$ cat src/rtl/chained_hash_table_engine_core_defines.svh
// Assertion macros for the chained hash table engine
`ifndef CHAINED_HASH_TABLE_ENGINE_CORE_DEFINES_SVH
`define CHAINED_HASH_TABLE_ENGINE_CORE_DEFINES_SVH
`ifndef NO_ASSERTIONS
`define CHTE_ASSERT(label, clk, rst_n, prop, msg) \
  label: assert property (@(posedge clk) disable iff (!rst_n) prop) else $error(msg);
`define CHTE_ASSERT_ALWAYS(label, clk, prop, msg) \
  label: assert property (@(posedge clk) prop) else $error(msg);
`else
`define CHTE_ASSERT(label, clk, rst_n, prop, msg)
`define CHTE_ASSERT_ALWAYS(label, clk, prop, msg)
`endif
`endif

$ cat src/rtl/chte_ram.sv
// Generic single-port-write, one-read synchronous RAM with registered read
`timescale 1ns / 1ps
module chte_ram #(
  parameter int unsigned Width = 8,
  parameter int unsigned Depth = 16
) (
  input  logic                     clk_i,
  input  logic                     we_i,
  input  logic [$clog2(Depth)-1:0] waddr_i,
  input  logic [Width-1:0]         wdata_i,
  input  logic [$clog2(Depth)-1:0] raddr_i,
  output logic [Width-1:0]         rdata_o
);
  logic [Width-1:0] mem_q [Depth];

  always_ff @(posedge clk_i) begin
    if (we_i) mem_q[waddr_i] <= wdata_i;
    rdata_o <= mem_q[raddr_i];
  end
endmodule

$ cat config.mk
export PLATFORM = sky130hd
export DESIGN_NAME = chte_ram
export DESIGN_NICKNAME = d
export VERILOG_FILES = /design/src/rtl/chained_hash_table_engine_core_defines.svh /design/src/rtl/chte_ram.sv
export SDC_FILE = /design/constraint.sdc
export NUM_CORES = 1
export LEC_CHECK = 0
export BUFFER_PORTS_ARGS = -buffer_cell sky130_fd_sc_hd__buf_4
export CAP_MARGIN = 20
export CORE_ASPECT_RATIO = 0.9
export CORE_MARGIN = 2
export CORE_UTILIZATION = 35
export CTS_BUF_LIST = sky130_fd_sc_hd__clkbuf_16
export DETAILED_ROUTE_END_ITERATION = 12
export SLEW_MARGIN = 30
export SYNTH_ARGS = -nofsm -noshare
export SYNTH_HDL_FRONTEND = slang
export SYNTH_SLANG_ARGS = --single-unit
$ cat constraint.sdc
create_clock -name clk_i -period 1.9 [get_ports clk_i]
set_input_delay 0.095 -clock clk_i [delete_from_list [all_inputs] [get_ports clk_i]]
set_output_delay 0.095 -clock clk_i [all_outputs]
set_load 0.02 [all_outputs]
After elaboration in Yosys (flattened, before gate mapping)

Memory sizes are Yosys's and may differ from the RTL's. A register that Yosys moved wholly into a read port is not among the register bits.
Index checks and enable logic that the tools add are counted.

RAM bits: 128
Memories: 1
Word-level logic and storage cells: 3
Register bits: 0
Bits of input ports: 18
Output and inout port bits: 8

Memories:

| memory | words | width | read ports | clocked after memory_dff | write ports | RTL line       | RTL |
|---|---|---|---|---|---|---|---|
| mem_q  | 16    | 8     | 1          | 1                        | 1           | chte_ram.sv:14 | `logic [Width-1:0] mem_q [Depth];` |

Muxes and demuxes: 2

Operators by type and width:

| kind             | number |
|---|---|
| 1-bit 2-to-1 mux | 2 |

Depth between registers and ports, before layout

Depth in word-level cells: 2
Gate-level depth with buffers: 5
Depth with buffers taken out: 3

Least setup slack after synthesis

OpenSTA, ideal clock, no wires.

Path kind: input port to flip-flop
From: in waddr_i[2]
To: mem mem_q[0][0] (enable)
Buffers on the path: 0
Library setup time: 0.383 ns
Arrival: 1.205 ns
Data required time: 1.517 ns
Slack: 0.312 ns
Cell stages on the path: 2
Cells stage by stage: or3b_2 -> nor3_1

RTL lines:

| what        | RTL line       | RTL |
|---|---|---|
| from (decl) | chte_ram.sv:9  | `input logic [$clog2(Depth)-1:0] waddr_i,` |
| to (decl)   | chte_ram.sv:14 |  |

No word-level cell before the write port.

==> impl_metrics.csv <==
group,metric,value,unit
global_routing,overflow,0,
synthesis,synth_cells,229,
finish,antennaDiodeCount,0,
cts,cts_htree_levels,4,
route,viasPerCell,4.90,
finish,layout.nets,307,
placed_design,globalplace.congestion,0.720,
pwr,p_clk_share,50.1,%
synthesis,synth_cell_types,19,
placed_design,dpl.hpwl,6.62,mm
floorplan,row_count,42,
cts,clk_path_buf_depth,2,
cts,clk_pin_slew,0.06,ns
timing,rsz0062_at_grt,"false",
finish,area.growth.synth_to_final,24.5,%
timing,setup_viol,0,
synthesis,avgSynthCellArea,22.5,µm²
global_routing,grt_pass1_vias,2517,
finish,multiInputGateArea,0.00106,mm²
floorplan,die-area,0.0157,mm²
setup_path,path_max_fanout,1,
cts,cts_tree,"yes",
hold_path,hp-start,"wdata_i[7]",
cts,clk_latency,0.41,ns
timing,hold_viol,1,
setup_path,rr_startpoint,"mem_q[9][2]",
global_routing,grt_pass1_wl,15.8,mm
setup_path,crit_path_end_kind,"register",
global_routing,grt_usage,14.6,%
floorplan,start_util,35.4,%
route,drc_errors,0,
pwr,swShare,18.7,%
route,routed_wl,10.5,mm
timing,tightest_slew,0.462,ns
setup_path,cp.arrival,1.66,ns
synthesis,syn-cell-area,0.00515,mm²
finish,drive_above_1_share,30.8,%
cts,cts.sinks,136,
pwr,combPwrFrac,4.8,%
placed_design,placed_cells,463,
finish,final_cells,500,
route,avgRoutedWirePerCell,21.0,µm
timing,finalCritPeriodShare,71.9,%
route,drtIter0Drc,206,
pwr,vdd_drop_max,0.000810,V
synthesis,ys_seq_area_share,77.8,%
setup_path,reg2reg_slack,0.53,ns
setup_path,worstReg2RegEnd,"rdata_o[2]",
global_routing,antenna_found_initial,0,
pwr,intPower,6.09,mW
pwr,power_density,1170,mW/mm²
floorplan,die_w,132,µm
finish,final_util,44.0,%
finish,fill_cells,1247,
setup_path,crit_type,"reg -> reg",
timing,fmax,732,MHz
timing,slew_violations,0,
hold_path,min_path_type,"in -> reg",
route,final_antenna_net_count,0,
setup_path,r2r_cells,3,
run_status,outcome,"complete, but fails checks",
cts,cts_buffers,17,
finish,register_area,0.00400,mm²
timing,layout_min_cycle_time,1.37,ns
setup_path,cp-start-kind,"register",
timing,relSlewSlack,69.2,%
placed_design,port_buffers,25,
synthesis,synthesis.nets,247,
global_routing,grt_max_degree,33,
hold_path,min_to,"mem_q[12][7]",
timing,tns,0,ns
pwr,p_seq_share,45.1,%
timing,clock_skew,0.00435,ns
cts,postCtsSetupBuffers,0,
setup_path,worstPathRequired,2.19,ns
hold_path,whs_path_depth,1,
floorplan,fp.coreArea,0.0146,mm²
route,via_count,2452,
synthesis,ys_ff_latch,136,
run_status,failed_checks,"negative hold slack",
timing,hold_ws,-0.000242,ns
route,firstDrtPassIters,4,
floorplan,io_pins,26,
pwr,p_switching,1.40,mW
pwr,p_leak,2.18,nW
job,drv_cap,0,
cts,cts_root_buf,"clkbuf_16",
floorplan,die_h,119,µm
synthesis,ys_warn_count,0,
-- layer usage --
| layer | global-route usage, % | vias up | routed length (µm) |
|---|---|---|---|
| met1 | 19.4 | 1281 | 4650 |
| met3 | 4.34 | 11 | 576 |
| li1 | - | 1090 | - |
| met5 | 0 | - | 0 |
| met2 | 22.5 | 70 | 5100 |
| met4 | 5.91 | 0 | 171 |
-- critical path, stage by stage (launching register included) --
cell	delay, ns
edfxtp_1	0.37
mux4_1	0.53
a22oi_1	0.26
nand2_1	0.09
-- worst max-delay path by stage --
stage	from	to	slack, ns	cells past startpoint
2_1_floorplan	waddr_i[2]	mem_q[0][0]	0.31	2
6_report	mem_q[9][2]	rdata_o[2]	0.53	3
3_3_place_gp	raddr_i[0]	rdata_o[2]	0.31	5
4_1_cts	mem_q[9][2]	rdata_o[2]	0.49	3
3_5_place_dp	raddr_i[0]	rdata_o[2]	0.29	5
5_1_grt	mem_q[9][2]	rdata_o[2]	0.40	3
-- registers in the layout, summed over array words and instances (netlist names) --
name,flops
mem_q,128
rdata_o,8
-- metrics by stage --
stage          area [µm²]  setup WS [ns]  total power, mW
6_report             6410          0.534             7.50
5_1_grt              6410          0.400             7.70
4_1_cts              6410          0.486             7.55
3_5_place_dp         5680          0.287             3.80
3_3_place_gp         5680          0.313             3.79
2_1_floorplan        5150          0.312             3.63
-- cells in the mapped netlist --
library cell     instances  area (µm²)
dfxtp_1                  8         160
nor3_1                   4        20.0
buf_6                    3        33.8
and2_1                   1        6.26
and2b_1                  1        7.51
buf_4                    1        7.51
or3b_2                   1        8.76
mux4_1                  14         368
a22oi_1                 16         120
nor2b_1                  1        6.26
nand2_1                  9        33.8
nand2b_1                 2        12.5
clkdlybuf4s25_2          3        30.0
edfxtp_1               128        3840
nand3b_1                 2        15.0
nor2_1                  13        48.8
buf_2                    3        15.0
mux4_2                  18         405
nand3_1                  1        5.00
-- kinds of logic (layout without fill, tap and decap cells) --
kind of cell / after synthesis / in the layout / share of synthesized area [%]
AO/OA/AOI/OAI: 16 / 16 / 2.33
buffers and inverters: 10 / 83 / 1.68
flip-flops: 136 / 136 / 77.8
multiplexers: 32 / 32 / 15.0
AND/OR/NAND/NOR: 35 / 35 / 3.18
-- what timing repair did --
action | 4_1_cts | 5_1_grt
resized for setup | 0 | 0
hold endpoints to repair | 80 | 0
hold buffers | 5 | 0
-- final cells by class --
class | count | area share (%)
Sequential cell | 136 | 62.5
Tap cell | 198 | 3.86
Multi-Input combinational cell | 83 | 16.5
Clock inverter | 15 | 3.98
Clock buffer | 17 | 6.64
Timing Repair Buffer | 51 | 6.56
-- power by group through the flow --
stage,Clock [mW],Combinational [mW],Sequential [mW]
after floorplan,0,0.170,3.46
after CTS,3.80,0.371,3.38
after global placement,0,0.353,3.44
final,3.76,0.362,3.38
after global routing,3.92,0.395,3.38
after detailed placement,0,0.362,3.44
-- layout by cell type (no fill, tap or decap), types with 4 or more instances in the layout --
| master | instances |
|---|---|
| a22oi_1 | 16 |
| edfxtp_1 | 128 |
| nor2_1 | 13 |
| buf_4 | 44 |
| clkbuf_16 | 17 |
| nor3_1 | 4 |
| mux4_2 | 18 |
| dfxtp_1 | 8 |
| mux4_1 | 14 |
| dlygate4sd3_1 | 5 |
| bufinv_16 | 7 |
| clkinv_1 | 4 |
| nand2_1 | 9 |
Power figures use the tool's default switching activity.
