<file path="src/rtl/chained_hash_table_engine_core_defines.svh">
// Assertion macros for the chained hash table engine
`ifndef CHAINED_HASH_TABLE_ENGINE_CORE_DEFINES_SVH
`define CHAINED_HASH_TABLE_ENGINE_CORE_DEFINES_SVH
`ifndef NO_ASSERTIONS
`define CHTE_ASSERT(label, clk, rst_n, prop, msg) \
  label: assert property (@(posedge clk) disable iff (!rst_n) prop) else $error(msg);
`define CHTE_ASSERT_ALWAYS(label, clk, prop, msg) \
  label: assert property (@(posedge clk) prop) else $error(msg);
`else
`define CHTE_ASSERT(label, clk, rst_n, prop, msg)
`define CHTE_ASSERT_ALWAYS(label, clk, prop, msg)
`endif
`endif

</file>
<file path="src/rtl/chte_pkg.sv">
// Package: types, constants and codes of the chained hash table engine
`timescale 1ns / 1ps
package chte_pkg;
  localparam int unsigned Buckets     = 1024;
  localparam int unsigned Nodes       = 1024;
  localparam int unsigned PayloadBits = 64;
  localparam int unsigned BktW  = $clog2(Buckets);
  localparam int unsigned NodeW = $clog2(Nodes);
  localparam int unsigned CfgW  = 11;

  typedef enum logic [2:0] {
    OP_INSERT = 3'd0, OP_READ = 3'd1, OP_UPSERT = 3'd2, OP_UPDATE = 3'd3, OP_DELETE = 3'd4
  } op_e;

  typedef enum logic [1:0] {
    ST_OK = 2'd0, ST_NOT_FOUND = 2'd1, ST_PRESENT = 2'd2, ST_FULL = 2'd3
  } status_e;

  typedef struct packed {
    logic [2:0]  operation;
    logic [63:0] key;
    logic [63:0] payload;
  } req_t;

  typedef struct packed {
    logic [1:0]  status;
    logic [63:0] read_payload;
  } rsp_t;

  // request to the modulo unit and its answer
  typedef struct packed {
    logic        start;
    logic [31:0] dividend;
  } mod_req_t;

  typedef struct packed {
    logic            done;
    logic [BktW-1:0] bucket;
  } mod_rsp_t;
endpackage

</file>
<file path="src/rtl/chte_mod.sv">
// Bit-serial restoring modulo: 32-bit dividend by the bucket count
`timescale 1ns / 1ps
module chte_mod (
  input  logic                  clk_i,
  input  logic                  rst_ni,
  input  chte_pkg::mod_req_t    req_i,
  input  logic [chte_pkg::CfgW-1:0] divisor_i,
  output chte_pkg::mod_rsp_t    rsp_o
);
  import chte_pkg::*;

  logic [31:0]     dvd_q, dvd_d;
  logic [CfgW:0]   rem_q, rem_d;
  logic [5:0]      cnt_q, cnt_d;
  logic            run_q, run_d;
  logic            done_q, done_d;
  logic [CfgW:0]   trial;
  logic [CfgW-1:0] div_eff;

  // zero counts as one, values above the bucket total saturate
  always_comb begin
    div_eff = divisor_i;
    if (divisor_i == '0) div_eff = CfgW'(1);
    else if (divisor_i > CfgW'(Buckets)) div_eff = CfgW'(Buckets);
  end

  assign trial = {rem_q[CfgW-1:0], dvd_q[31]};

  always_comb begin
    dvd_d  = dvd_q;
    rem_d  = rem_q;
    cnt_d  = cnt_q;
    run_d  = run_q;
    done_d = 1'b0;
    if (req_i.start) begin
      dvd_d = req_i.dividend;
      rem_d = '0;
      cnt_d = '0;
      run_d = 1'b1;
    end else if (run_q) begin
      dvd_d = {dvd_q[30:0], 1'b0};
      rem_d = (trial >= {1'b0, div_eff}) ? trial - {1'b0, div_eff} : trial;
      cnt_d = cnt_q + 6'd1;
      if (cnt_q == 6'd31) begin
        run_d  = 1'b0;
        done_d = 1'b1;
      end
    end
  end

  always_ff @(posedge clk_i or negedge rst_ni) begin
    if (!rst_ni) begin
      run_q  <= 1'b0;
      done_q <= 1'b0;
      cnt_q  <= '0;
      dvd_q  <= '0;
      rem_q  <= '0;
    end else begin
      run_q  <= run_d;
      done_q <= done_d;
      cnt_q  <= cnt_d;
      dvd_q  <= dvd_d;
      rem_q  <= rem_d;
    end
  end

  assign rsp_o.done   = done_q;
  assign rsp_o.bucket = rem_q[BktW-1:0];
endmodule

</file>
<file path="config.mk">
export PLATFORM = sky130hd
export DESIGN_NAME = chte_mod
export DESIGN_NICKNAME = d
export VERILOG_FILES = /design/src/rtl/chained_hash_table_engine_core_defines.svh /design/src/rtl/chte_pkg.sv /design/src/rtl/chte_mod.sv
export SDC_FILE = /design/constraint.sdc
export NUM_CORES = 1
export LEC_CHECK = 0
export ABC_AREA = 0
export BUFFER_PORTS_ARGS = -buffer_cell sky130_fd_sc_hd__buf_2
export CORE_ASPECT_RATIO = 0.75
export CORE_MARGIN = 10
export CORE_UTILIZATION = 40
export DETAILED_ROUTE_END_ITERATION = 10
export SKIP_LAST_GASP = 1
export SYNTH_ARGS = -nofsm -noshare
export SYNTH_HDL_FRONTEND = slang
export SYNTH_SLANG_ARGS = --single-unit
</file>
<file path="constraint.sdc">
create_clock -name clk_i -period 3.2 [get_ports clk_i]
set_input_delay 0.64 -clock clk_i [delete_from_list [all_inputs] [get_ports clk_i]]
set_output_delay 0.64 -clock clk_i [all_outputs]
set_load 0.005 [all_outputs]
</file>
# == After elaboration in Yosys (flattened, before gate mapping) ==
# Index checks and enable logic that the tools add are counted.
# word_totals
inputBits,46
regBits,51
output_inout_bits,11
# op_classes
n_eq_ne,1
reduce_logical,2
magnitude_cmp,2
n_addsub,2
muxes,15
# op_table
op,n
two-way mux 32 bit,2
two-way mux 11 bit,5
greater-or-equal comparator 12 x 11 -> 1 bit,1
two-way mux 6 bit,2
greater-than comparator 11 bit (second input constant),1
logical NOT 11 bit,1
subtractor 11 bit,1
adder 6 x 1 -> 6 bit (second input constant),1
== test 6 x 5 -> 1 bit (second input constant),1
two-way mux 1 bit,6
nonzero test 2 bit,1

# == Longest topological paths before layout ==
# Gate-level depths: netlist of run 1.
# depth
word_depth,7
depth_mapped,12
ltp_nobuf,11

# == Worst setup path after synthesis of run 1 ==
# Ideal clock, no wire load.
# synth_timing
path_kind,input -> register
from,input port divisor_i[4] (netlist bit)
to,register rem_q[10]
arrival_ns,2.694
path_buffers,1
required_ns,3.101
path_stages,12
path_slack_ns,0.407
path_cell_list,nor4_1 > nand3_1 > o21ai_0 > nand2_1 > ha_1 > a21oi_1 > o21ai_0 > inv_1 > a21o_1 > buf_4 > nand3_1 > a311oi_1
# synth_between
elab_chain_len,7
word_cells_on_any_way,9
# synth_rtl
item,line,text
from (decl),chte_mod.sv:7,"input logic [chte_pkg::CfgW-1:0] divisor_i,"
greater-than comparator 11 bit,chte_mod.sv:24,else if (divisor_i > CfgW'(Buckets)) div_eff = CfgW'(Buckets);
two-way mux 11 bit,chte_mod.sv:24,
two-way mux 11 bit *,chte_mod.sv:23,if (divisor_i == '0) div_eff = CfgW'(1);
subtractor 11 bit or greater-or-equal comparator 12 x 11 -> 1 bit (tied branches),chte_mod.sv:42,"rem_d = (trial >= {1'b0, div_eff}) ? trial - {1'b0, div_eff} : trial;"
two-way mux 11 bit *,chte_mod.sv:42,
two-way mux 11 bit *,chte_mod.sv:40,end else if (run_q) begin
two-way mux 11 bit *,chte_mod.sv:35,if (req_i.start) begin
to (signal assigned),chte_mod.sv:63,rem_q <= rem_d;
to (decl),chte_mod.sv:13,"logic [CfgW:0] rem_q, rem_d;"
# Every way passes the cells marked *; elsewhere a longest branch is shown, timed or not. The select of a mux whose other input is x is not followed.
# A chain may end at the register's enable or synchronous reset.

# == Final worst setup path of run 1 ==
# layout_timing
from,input port divisor_i[4] (netlist bit)
to,register rem_q[5]
# Same word-level chain as after synthesis.

==> results.json, run 1 <==
{
  "combPwrFrac": 0.447,
  "clk_pin_slew_ns": 0.09,
  "syn-num-nets": 404,
  "vias_per_cell": 5.14,
  "clockBufferDepth": 2,
  "dp.final_hpwl_um": 5280,
  "grt_pass1_wl_um": 11500,
  "avgSynthCellArea_um2": 9.05,
  "slew_headroom": 0.420,
  "synth_area_leaders": "dfrtp_1 (41%), mux2i_1 (10%), o21ai_0 (6.6%)",
  "nNetsFinal": 446,
  "max_freq_mhz": 351,
  "detail-route-antenna-nets": 0,
  "initial_core_util": 0.418,
  "cts_resized": 0,
  "min_path_type": "input port to async pin",
  "track_usage": 0.117,
  "clock-sinks": 51,
  "top_usage_layer": "met2",
  "synthTopCellsByCount": "dfrtp_1 (51), nand2_1 (46), o21ai_0 (41), mux2i_1 (32), nor2_1 (28)",
  "place_area_mm2": 0.00344,
  "r2r_slack_ns": 0.63,
  "cts_setup_buffers": 0,
  "synth-seq-cells": 51,
  "dr.pass1.iters": 4,
  "multi_input_area_mm2": 0.00165,
  "use_met3": 0.0348,
  "synth_ff_type": "dfrtp_1",
  "drc": 0,
  "place.gp.congestion": 0.848,
  "antenna_cells": 0,
  "clk_latency_ns": 0.29,
  "core-area_mm2": 0.00747,
  "overflow": 0,
  "netlist_area_mm2": 0.00312,
  "synth_edf_count": 0,
  "setup_tns_ns": 0,
  "instances_no_fill": 489,
  "h-tree-depth": 2,
  "num_vias": 2513,
  "p_int_uw": 1350,
  "setup_viol": 0,
  "switching_share": 0.375,
  "p_leak_uw": 0.00186,
  "grt_pass1_vias": 2428,
  "whs_ns": 0.396,
  "crit_type": "input port to flop",
  "final_core_util": 0.474,
  "drt_iter0_drc": 117,
  "power.switching_uw": 812,
  "period_minus_slack_ns": 2.85,
  "seq_area_mm2": 0.00128,
  "grtUsageMet1": 0.165,
  "hold_buffers": 0,
  "pwr-share-clk": 0.181,
  "die_y_um": 96.5,
  "cap_violations": 0,
  "arrival_ns": 3.05,
  "powerDensity_mw_per_mm2": 611,
  "avgRoutedWirePerCell_um": 14.1,
  "r2r-start": "dvd_q[31]",
  "wirelength_um": 6900,
  "finalClockSkew_ns": 0.00430,
  "cp-start-kind": "input port",
  "numPortBuffers": 56,
  "r2r_cells": 9,
  "peakVddDrop_mv": 0.251,
  "pin_count": 57,
  "numCtsBuffers": 5,
  "fillers": 739,
  "hold_viol_final": 0,
  "synthCells": 345,
  "endpoint_kind": "flop",
  "die-area_mm2": 0.0118,
  "antenna_found_initial": 0,
  "ys_warn_count": 0,
  "synth_cell_types": 51,
  "yosysTopAreaCell": "dfrtp_1",
  "place_inst": 481,
  "syn_to_final_growth_pct": 13.3,
  "grt_max_degree": 55,
  "worstPathMaxFanout": 12,
  "cts_tree": "done",
  "async_flop_share": 1.00,
  "cp.required_ns": 3.40,
  "synth_top_cell_area_share": 0.409,
  "drive_gt1_frac": 0.201,
  "yosysSeqAreaShare": 0.409,
  "grt_setup_unrepaired": "no",
  "post-synth-top-count-cell": "dfrtp_1",
  "worst_slew_pin_slew_ns": 0.869,
  "final_cell_area_mm2": 0.00354,
  "std_cell_rows": 27,
  "cts-root-buf": "clkbuf_8",
  "timing.final.crit_share": 0.891,
  "grt_use_met2": 0.177,
  "status": "finished clean",
  "finalMaxSlewViolations": 0,
  "reg2reg_to": "rem_q[5]",
  "die_width_um": 122,
  "seq_power_share": 0.372
}
power by group through the flow:
stage,registers (uW),logic [uW],clock network (uW)
6_report,804,967,392
5_1_grt,818,1090,428
4_1_cts,807,965,409
3_3_place_gp,819,950,0
2_1_floorplan,792,752,0
3_5_place_dp,820,961,0
routing by layer:
metal / share of wire / vias up
li1: - / 1307
met1: 0.52 / 1160
met2: 0.43 / 41
met3: 0.043 / 5
met4: 0.0052 / 0
met5: 0 / -
cells in the final DEF, fill, tap and decap left out, types with 4 or more instances in the layout:
master,Yosys,layout
buf_4,12,9
mux2i_1,32,32
clkbuf_8,0,7
nand2b_1,4,4
nand2_1,46,46
a31oi_1,4,4
dfrtp_1,51,50
nand4_1,4,4
nor2_1,28,28
buf_2,1,56
a21oi_1,7,7
xor2_1,5,5
o21ai_0,41,41
inv_1,10,10
a311oi_1,7,7
nand3_1,12,12
ha_1,12,12
o211ai_1,5,5
xnor2_1,4,4
sequential cells by signal, indices dropped and copies added (netlist names):
name    flops
done_q      1
cnt_q       6
dvd_q      32
rem_q      11
run_q       1
worst max-delay path: stages:
cell	delay (ns)
buf_2	0.11
nor4_1	0.25
nand3_1	0.12
o21ai_0	0.24
nand2_1	0.10
ha_1	0.33
nand2_2	0.10
nor2_1	0.18
o21ai_2	0.09
a21o_1	0.31
a211o_1	0.33
a311oi_1	0.25
per-stage QoR:
step,worst slack (ns),power [uW]
floorplan,0.407,1540
finish,0.349,2160
global placement,0.105,1770
detailed placement,0.00740,1780
global route,0.0757,2340
CTS,0.289,2180
cell type report:
class,count,area share
Clock buffer,8,0.0283
Inverter,11,0.0117
Multi-Input combinational cell,253,0.465
Sequential cell,51,0.361
Tap cell,101,0.0357
Timing Repair Buffer,65,0.0983
kinds of logic after synthesis:
kind of cell             Yosys count  share of synthesized area
AO/OA/AOI/OAI                     89                      0.182
XOR/XNOR                           9                     0.0252
adder cells (fa/ha/maj)           13                     0.0545
buffers and inverters             41                     0.0641
flip-flops                        51                      0.409
multiplexers                      33                      0.106
AND/OR/NAND/NOR                  109                      0.159
worst max path at each step:
stage               slack (ns)          from        end  cells after the start
finish                    0.35  divisor_i[4]   rem_q[5]                     12
global route              0.08  divisor_i[4]   rem_q[5]                     12
CTS                       0.29  divisor_i[4]   rem_q[2]                     12
detailed placement       0.007  divisor_i[4]   rem_q[2]                     12
global placement          0.11  divisor_i[4]   rem_q[5]                     12
floorplan                 0.41  divisor_i[4]  rem_q[10]                     12
Power figures use the tool's default switching activity.
==> run 2: changes to the inputs <==
--- a/config.mk
+++ b/config.mk
@@ -11,6 +11,7 @@
 export CORE_MARGIN = 10
 export CORE_UTILIZATION = 40
 export DETAILED_ROUTE_END_ITERATION = 10
+export REMOVE_ABC_BUFFERS = 1
 export SKIP_LAST_GASP = 1
 export SYNTH_ARGS = -nofsm -noshare
 export SYNTH_HDL_FRONTEND = slang
==> run 2 against run 1 <==
Net effect:
- combinational power is 0.4% lower
- register-to-register slack worse by 0.03 ns
- critical endpoint unchanged
- core utilization is 0.050 points higher
- design area is 0.11% higher
- clock-buffer cell count is 1 lower
- largest power group unchanged
- global-route usage is 0.45 points higher
- clock power is 4% higher
- largest cell class unchanged
- via count is 1.6% higher
- wire length is 2.6% higher
- maximum frequency is 2.0% lower
- total power is 0.61% higher
==> results.json, run 2 (synthesis results as in run 1) <==
{
  "num_vias": 2554,
  "cts-root-buf": "clkbuf_8",
  "combPwrFrac": 0.443,
  "drt_iter0_drc": 155,
  "dp.final_hpwl_um": 5340,
  "cp.required_ns": 3.40,
  "antenna_cells": 0,
  "dr.pass1.iters": 4,
  "worst_slew_pin_slew_ns": 0.888,
  "die_y_um": 96.5,
  "slowest_stage": "ha_1",
  "worstPathMaxFanout": 12,
  "regMostFlops": "dvd_q",
  "numCtsBuffers": 5,
  "p_int_uw": 1350,
  "grt_pass1_vias": 2438,
  "clock-sinks": 51,
  "switching_share": 0.380,
  "die-area_mm2": 0.0118,
  "finalClockSkew_ns": 0.00792,
  "cp-start-kind": "input port",
  "min_path_type": "input port to async pin",
  "layout_common_cells": "buf_2 (56), dfrtp_1 (50), nand2_1 (46)",
  "max_freq_mhz": 344,
  "clk_latency_ns": 0.30,
  "finalMaxSlewViolations": 0,
  "initial_core_util": 0.418,
  "syn_to_final_growth_pct": 13.5,
  "setup_tns_ns": 0,
  "seq_power_share": 0.369,
  "arrival_ns": 3.11,
  "power.switching_uw": 827,
  "nNetsFinal": 446,
  "drc": 0,
  "endpoint_kind": "flop",
  "cts_tree": "done",
  "cpPeakStageDelay_ns": 0.34,
  "detail-route-antenna-nets": 0,
  "drive_gt1_frac": 0.204,
  "place_inst": 481,
  "final_cell_area_mm2": 0.00354,
  "grt_setup_unrepaired": "no",
  "place_ws_ns": 0.0189,
  "setup_viol": 0,
  "clk_pin_slew_ns": 0.10,
  "die_width_um": 122,
  "wirelength_um": 7080,
  "hold_viol_final": 0,
  "clockBufferDepth": 2,
  "crit_type": "input port to flop",
  "fillers": 709,
  "cts_resized": 0,
  "cts_setup_buffers": 0,
  "crit_chain": "buf_2, nor4_1, nand3_1, o21ai_0, nand2_1, ha_1, nand2_2, nor2_1, o21ai_2, a21o_1, a211o_1, a311oi_1",
  "place_area_mm2": 0.00344,
  "p_leak_uw": 0.00186,
  "numPortBuffers": 56,
  "pwr-share-clk": 0.188,
  "std_cell_rows": 27,
  "slew_headroom": 0.408,
  "vias_per_cell": 5.22,
  "avgRoutedWirePerCell_um": 14.5,
  "largest_reg_flops": 32,
  "hold_buffers": 0,
  "core-area_mm2": 0.00747,
  "period_minus_slack_ns": 2.91,
  "pin_count": 57,
  "final_common_cell": "buf_2",
  "powerDensity_mw_per_mm2": 614,
  "peakVddDrop_mv": 0.201,
  "overflow": 0,
  "grt_max_degree": 63,
  "timing.final.crit_share": 0.909,
  "place.gp.congestion": 0.861,
  "grt_pass1_wl_um": 11900,
  "reg.largest.list": "dvd_q: 32 flops, rem_q: 11 flops, cnt_q: 6 flops",
  "status": "finished clean",
  "h-tree-depth": 2,
  "track_usage": 0.122,
  "instances_no_fill": 489,
  "cap_violations": 0,
  "postLayoutSetupSlackWorst_ns": 0.292,
  "antenna_found_initial": 0
}
[run 2: final cells by class]
type | count | area, um^2 | area share
timing repair buffer | 65 | 348 | 0.0982
inverter | 11 | 41.3 | 0.0117
multi-input combinational | 253 | 1650 | 0.465
sequential | 51 | 1280 | 0.361
tap | 101 | 126 | 0.0357
clock buffer | 7 | 96.3 | 0.0272
clock inverter | 1 | 7.51 | 0.00212
[run 2: layer usage]
layer,global-route usage,up-vias,wire [um]
li1,-,1308,-
met3,0.0301,2,265
met4,0.0218,0,15
met5,0,-,0
met2,0.177,48,3020
met1,0.179,1196,3780
[run 2: power groups by stage]
stage / sequential [uW] / clock, uW / combinational (uW)
3_3_place_gp: 815 / 0 / 960
5_1_grt: 818 / 456 / 1090
3_5_place_dp: 818 / 0 / 958
2_1_floorplan: 800 / 0 / 667
4_1_cts: 805 / 423 / 963
6_report: 803 / 409 / 963
[run 2: path summary, 6_finish.rpt]
kind                                   start       end  cells past startpoint  slack, ns
worst min-delay path                  rst_ni  dvd_q[9]                      1       0.46
min in group clk_i                  req_i[7]  dvd_q[7]                      3       0.54
worst min register to register      dvd_q[0]  dvd_q[0]                      2       0.55
worst max register to register     dvd_q[31]  rem_q[5]                      9       0.60
worst max-delay path            divisor_i[4]  rem_q[5]                     12       0.29
max in group asynchronous             rst_ni  dvd_q[2]                      2       2.05
[run 2: worst max-delay path: cells and delay by family]
family                     cells  cell delay [ns]
AOI/OAI and AO/OA              5             1.26
adders and majority gates      1             0.34
buffers and inverters          1             0.10
and+or+nand+nor                5             0.77
[run 2: through the flow]
stage | util | power [uW] | hold WS (ns)
floorplan | - | 1470 | 0.344
global placement | 0.461 | 1780 | 0.528
detailed placement | 0.461 | 1780 | 0.536
CTS | 0.474 | 2190 | 0.489
global route | 0.474 | 2360 | 0.532
finish | 0.474 | 2180 | 0.456
==> run 3: changes to the inputs <==
--- a/config.mk
+++ b/config.mk
@@ -7,7 +7,7 @@
 export LEC_CHECK = 0
 export ABC_AREA = 0
 export BUFFER_PORTS_ARGS = -buffer_cell sky130_fd_sc_hd__buf_2
-export CORE_ASPECT_RATIO = 0.75
+export CORE_ASPECT_RATIO = 0.9
 export CORE_MARGIN = 10
 export CORE_UTILIZATION = 40
 export DETAILED_ROUTE_END_ITERATION = 10
==> run 3 against run 2 <==
Net effect:
- first-iteration DRC count decreased by 31%
- sequential power increased by 0.9%
- sequential share of layout area decreased by 0.16 points
- via count about the same
- combinational power increased by 1%
- cell count decreased by 1.0%
- register-to-register slack got worse by 0.05 ns
- flip-flop and latch count unchanged
- design area increased by 0.46%
==> results.json, run 3 (synthesis results as in run 1) <==
{
  "largest_reg_flops": 32,
  "place.gp.congestion": 0.878,
  "r2r-start": "dvd_q[31]",
  "avgRoutedWirePerCell_um": 15.2,
  "regMostFlops": "dvd_q",
  "wirelength_um": 7350,
  "crit_type": "input port to flop",
  "setup_tns_ns": 0,
  "endpoint_kind": "flop",
  "cap_violations": 0,
  "peakVddDrop_mv": 0.257,
  "cts_resized": 0,
  "setup_viol": 0,
  "instances_no_fill": 484,
  "num_vias": 2552,
  "clk_latency_ns": 0.30,
  "crit_start": "divisor_i[4]",
  "pin_count": 57,
  "syn_to_final_growth_pct": 14.0,
  "nNetsFinal": 446,
  "cpPeakStageDelay_ns": 0.35,
  "grt_pass1_vias": 2692,
  "reg.largest.list": "dvd_q: 32 flops, rem_q: 11 flops, cnt_q: 6 flops",
  "path_delay_family": "compound AO/OA/AOI/OAI gates",
  "top_usage_layer": "met2",
  "hold_buffers": 0,
  "dp.final_hpwl_um": 5390,
  "path_depth": 12,
  "min_path_type": "input port to async pin",
  "worst_slew_pin_slew_ns": 1.09,
  "worstPathMaxFanout": 12,
  "p_leak_uw": 0.00187,
  "core-area_mm2": 0.00758,
  "r2r_cells": 9,
  "cp-endpoint": "rem_q[5]",
  "crit_chain": "buf_2, nor4_1, nand3_1, o21ai_1, nand2_1, ha_1, nand2_2, nor2_1, o21ai_2, a21o_2, a211o_1, a311oi_1",
  "timing.final.crit_share": 0.909,
  "cts_setup_buffers": 0,
  "layout_common_cells": "buf_2 (56), dfrtp_1 (50), nand2_1 (46)",
  "cp-start-kind": "input port",
  "status": "finished clean",
  "slowest_stage": "ha_1",
  "grtUsageMet1": 0.177,
  "period_minus_slack_ns": 2.91,
  "max_freq_mhz": 344,
  "initial_core_util": 0.412,
  "arrival_ns": 3.10,
  "finalClockSkew_ns": 0.00245,
  "grt_setup_unrepaired": "no",
  "grt_use_met2": 0.181,
  "antenna_cells": 0,
  "finalMaxSlewViolations": 0,
  "cts_tree": "done",
  "drc": 0,
  "cts-root-buf": "clkbuf_8",
  "dr.pass1.iters": 4,
  "overflow": 0,
  "clk_pin_slew_ns": 0.09,
  "reg2reg_to": "rem_q[5]",
  "track_usage": 0.127,
  "detail-route-antenna-nets": 0,
  "clock-sinks": 51,
  "antenna_found_initial": 0,
  "std_cell_rows": 30,
  "r2r_slack_ns": 0.55,
  "vias_per_cell": 5.27,
  "numPortBuffers": 56,
  "grt_max_degree": 55,
  "cp.required_ns": 3.39,
  "die-area_mm2": 0.0117,
  "drive_gt1_frac": 0.206,
  "drt_iter0_drc": 107,
  "numCtsBuffers": 5,
  "fillers": 761,
  "h-tree-depth": 2,
  "final_common_cell": "buf_2",
  "place_inst": 476,
  "grt_pass1_wl_um": 12800,
  "use_met3": 0.0398,
  "clockBufferDepth": 2,
  "hold_viol_final": 0,
  "die_y_um": 104,
  "die_width_um": 113,
  "powerDensity_mw_per_mm2": 628,
  "crit_buf_inv": 1,
  "slew_headroom": 0.274
}
## run 3: cell count changes in the layout (fill, tap and decap cells not counted)
cell / previous run / this run
a21o_1: 3 / 2
a21o_2: 0 / 1
buf_12: 0 / 1
buf_4: 9 / 8
bufinv_16: 0 / 1
clkbuf_8: 7 / 5
clkinv_2: 0 / 1
clkinv_4: 0 / 1
clkinvlp_4: 1 / 0
o21ai_0: 41 / 40
o21ai_1: 1 / 2
## run 3: worst min-delay path by stage
stage                     startpoint   endpoint  slack (ns)  cells after the start
after floorplan               rst_ni   cnt_q[0]        0.34                      0
after global placement      cnt_q[4]   cnt_q[4]        0.53                      2
after detailed placement    dvd_q[0]   dvd_q[0]        0.54                      2
after CTS                     rst_ni  dvd_q[19]        0.31                      2
after global routing          rst_ni  dvd_q[23]        0.31                      2
final                         rst_ni  dvd_q[22]        0.30                      2
## run 3: final cells by class
type                    instances  area (um^2)  share of cell area
multi-input cells             253         1650               0.463
well taps                      96          120              0.0338
inverters                      11         41.3              0.0116
clock buffers                   5         68.8              0.0193
flip-flops and latches         51         1280               0.359
repair buffers                 65          360               0.101
clock inverters                 3         43.8              0.0123
## run 3: power breakdown
part           switching, uW  total, uW  internal [uW]
registers               81.6        810            729
clock network            216        449            233
logic                    550        976            426
## run 3: through the flow
step                      total power, uW  hold WS, ns  setup slack (ns)  utilization  cell area (um^2)
after floorplan                      1470        0.344             0.292            -              2960
after global placement               1790        0.528           -0.0190        0.454              3440
after detailed placement             1790        0.539            -0.112        0.454              3440
after CTS                            2250        0.311             0.194        0.469              3560
after global routing                 2420        0.309            0.0610        0.469              3560
final                                2240        0.302             0.292        0.469              3560
## run 3: metal layers
layer / vias to the layer above / wire [um]
met2: 86 / 3070
met5: - / 0
met1: 1153 / 3600
met3: 12 / 545
met4: 0 / 131
li1: 1301 / -
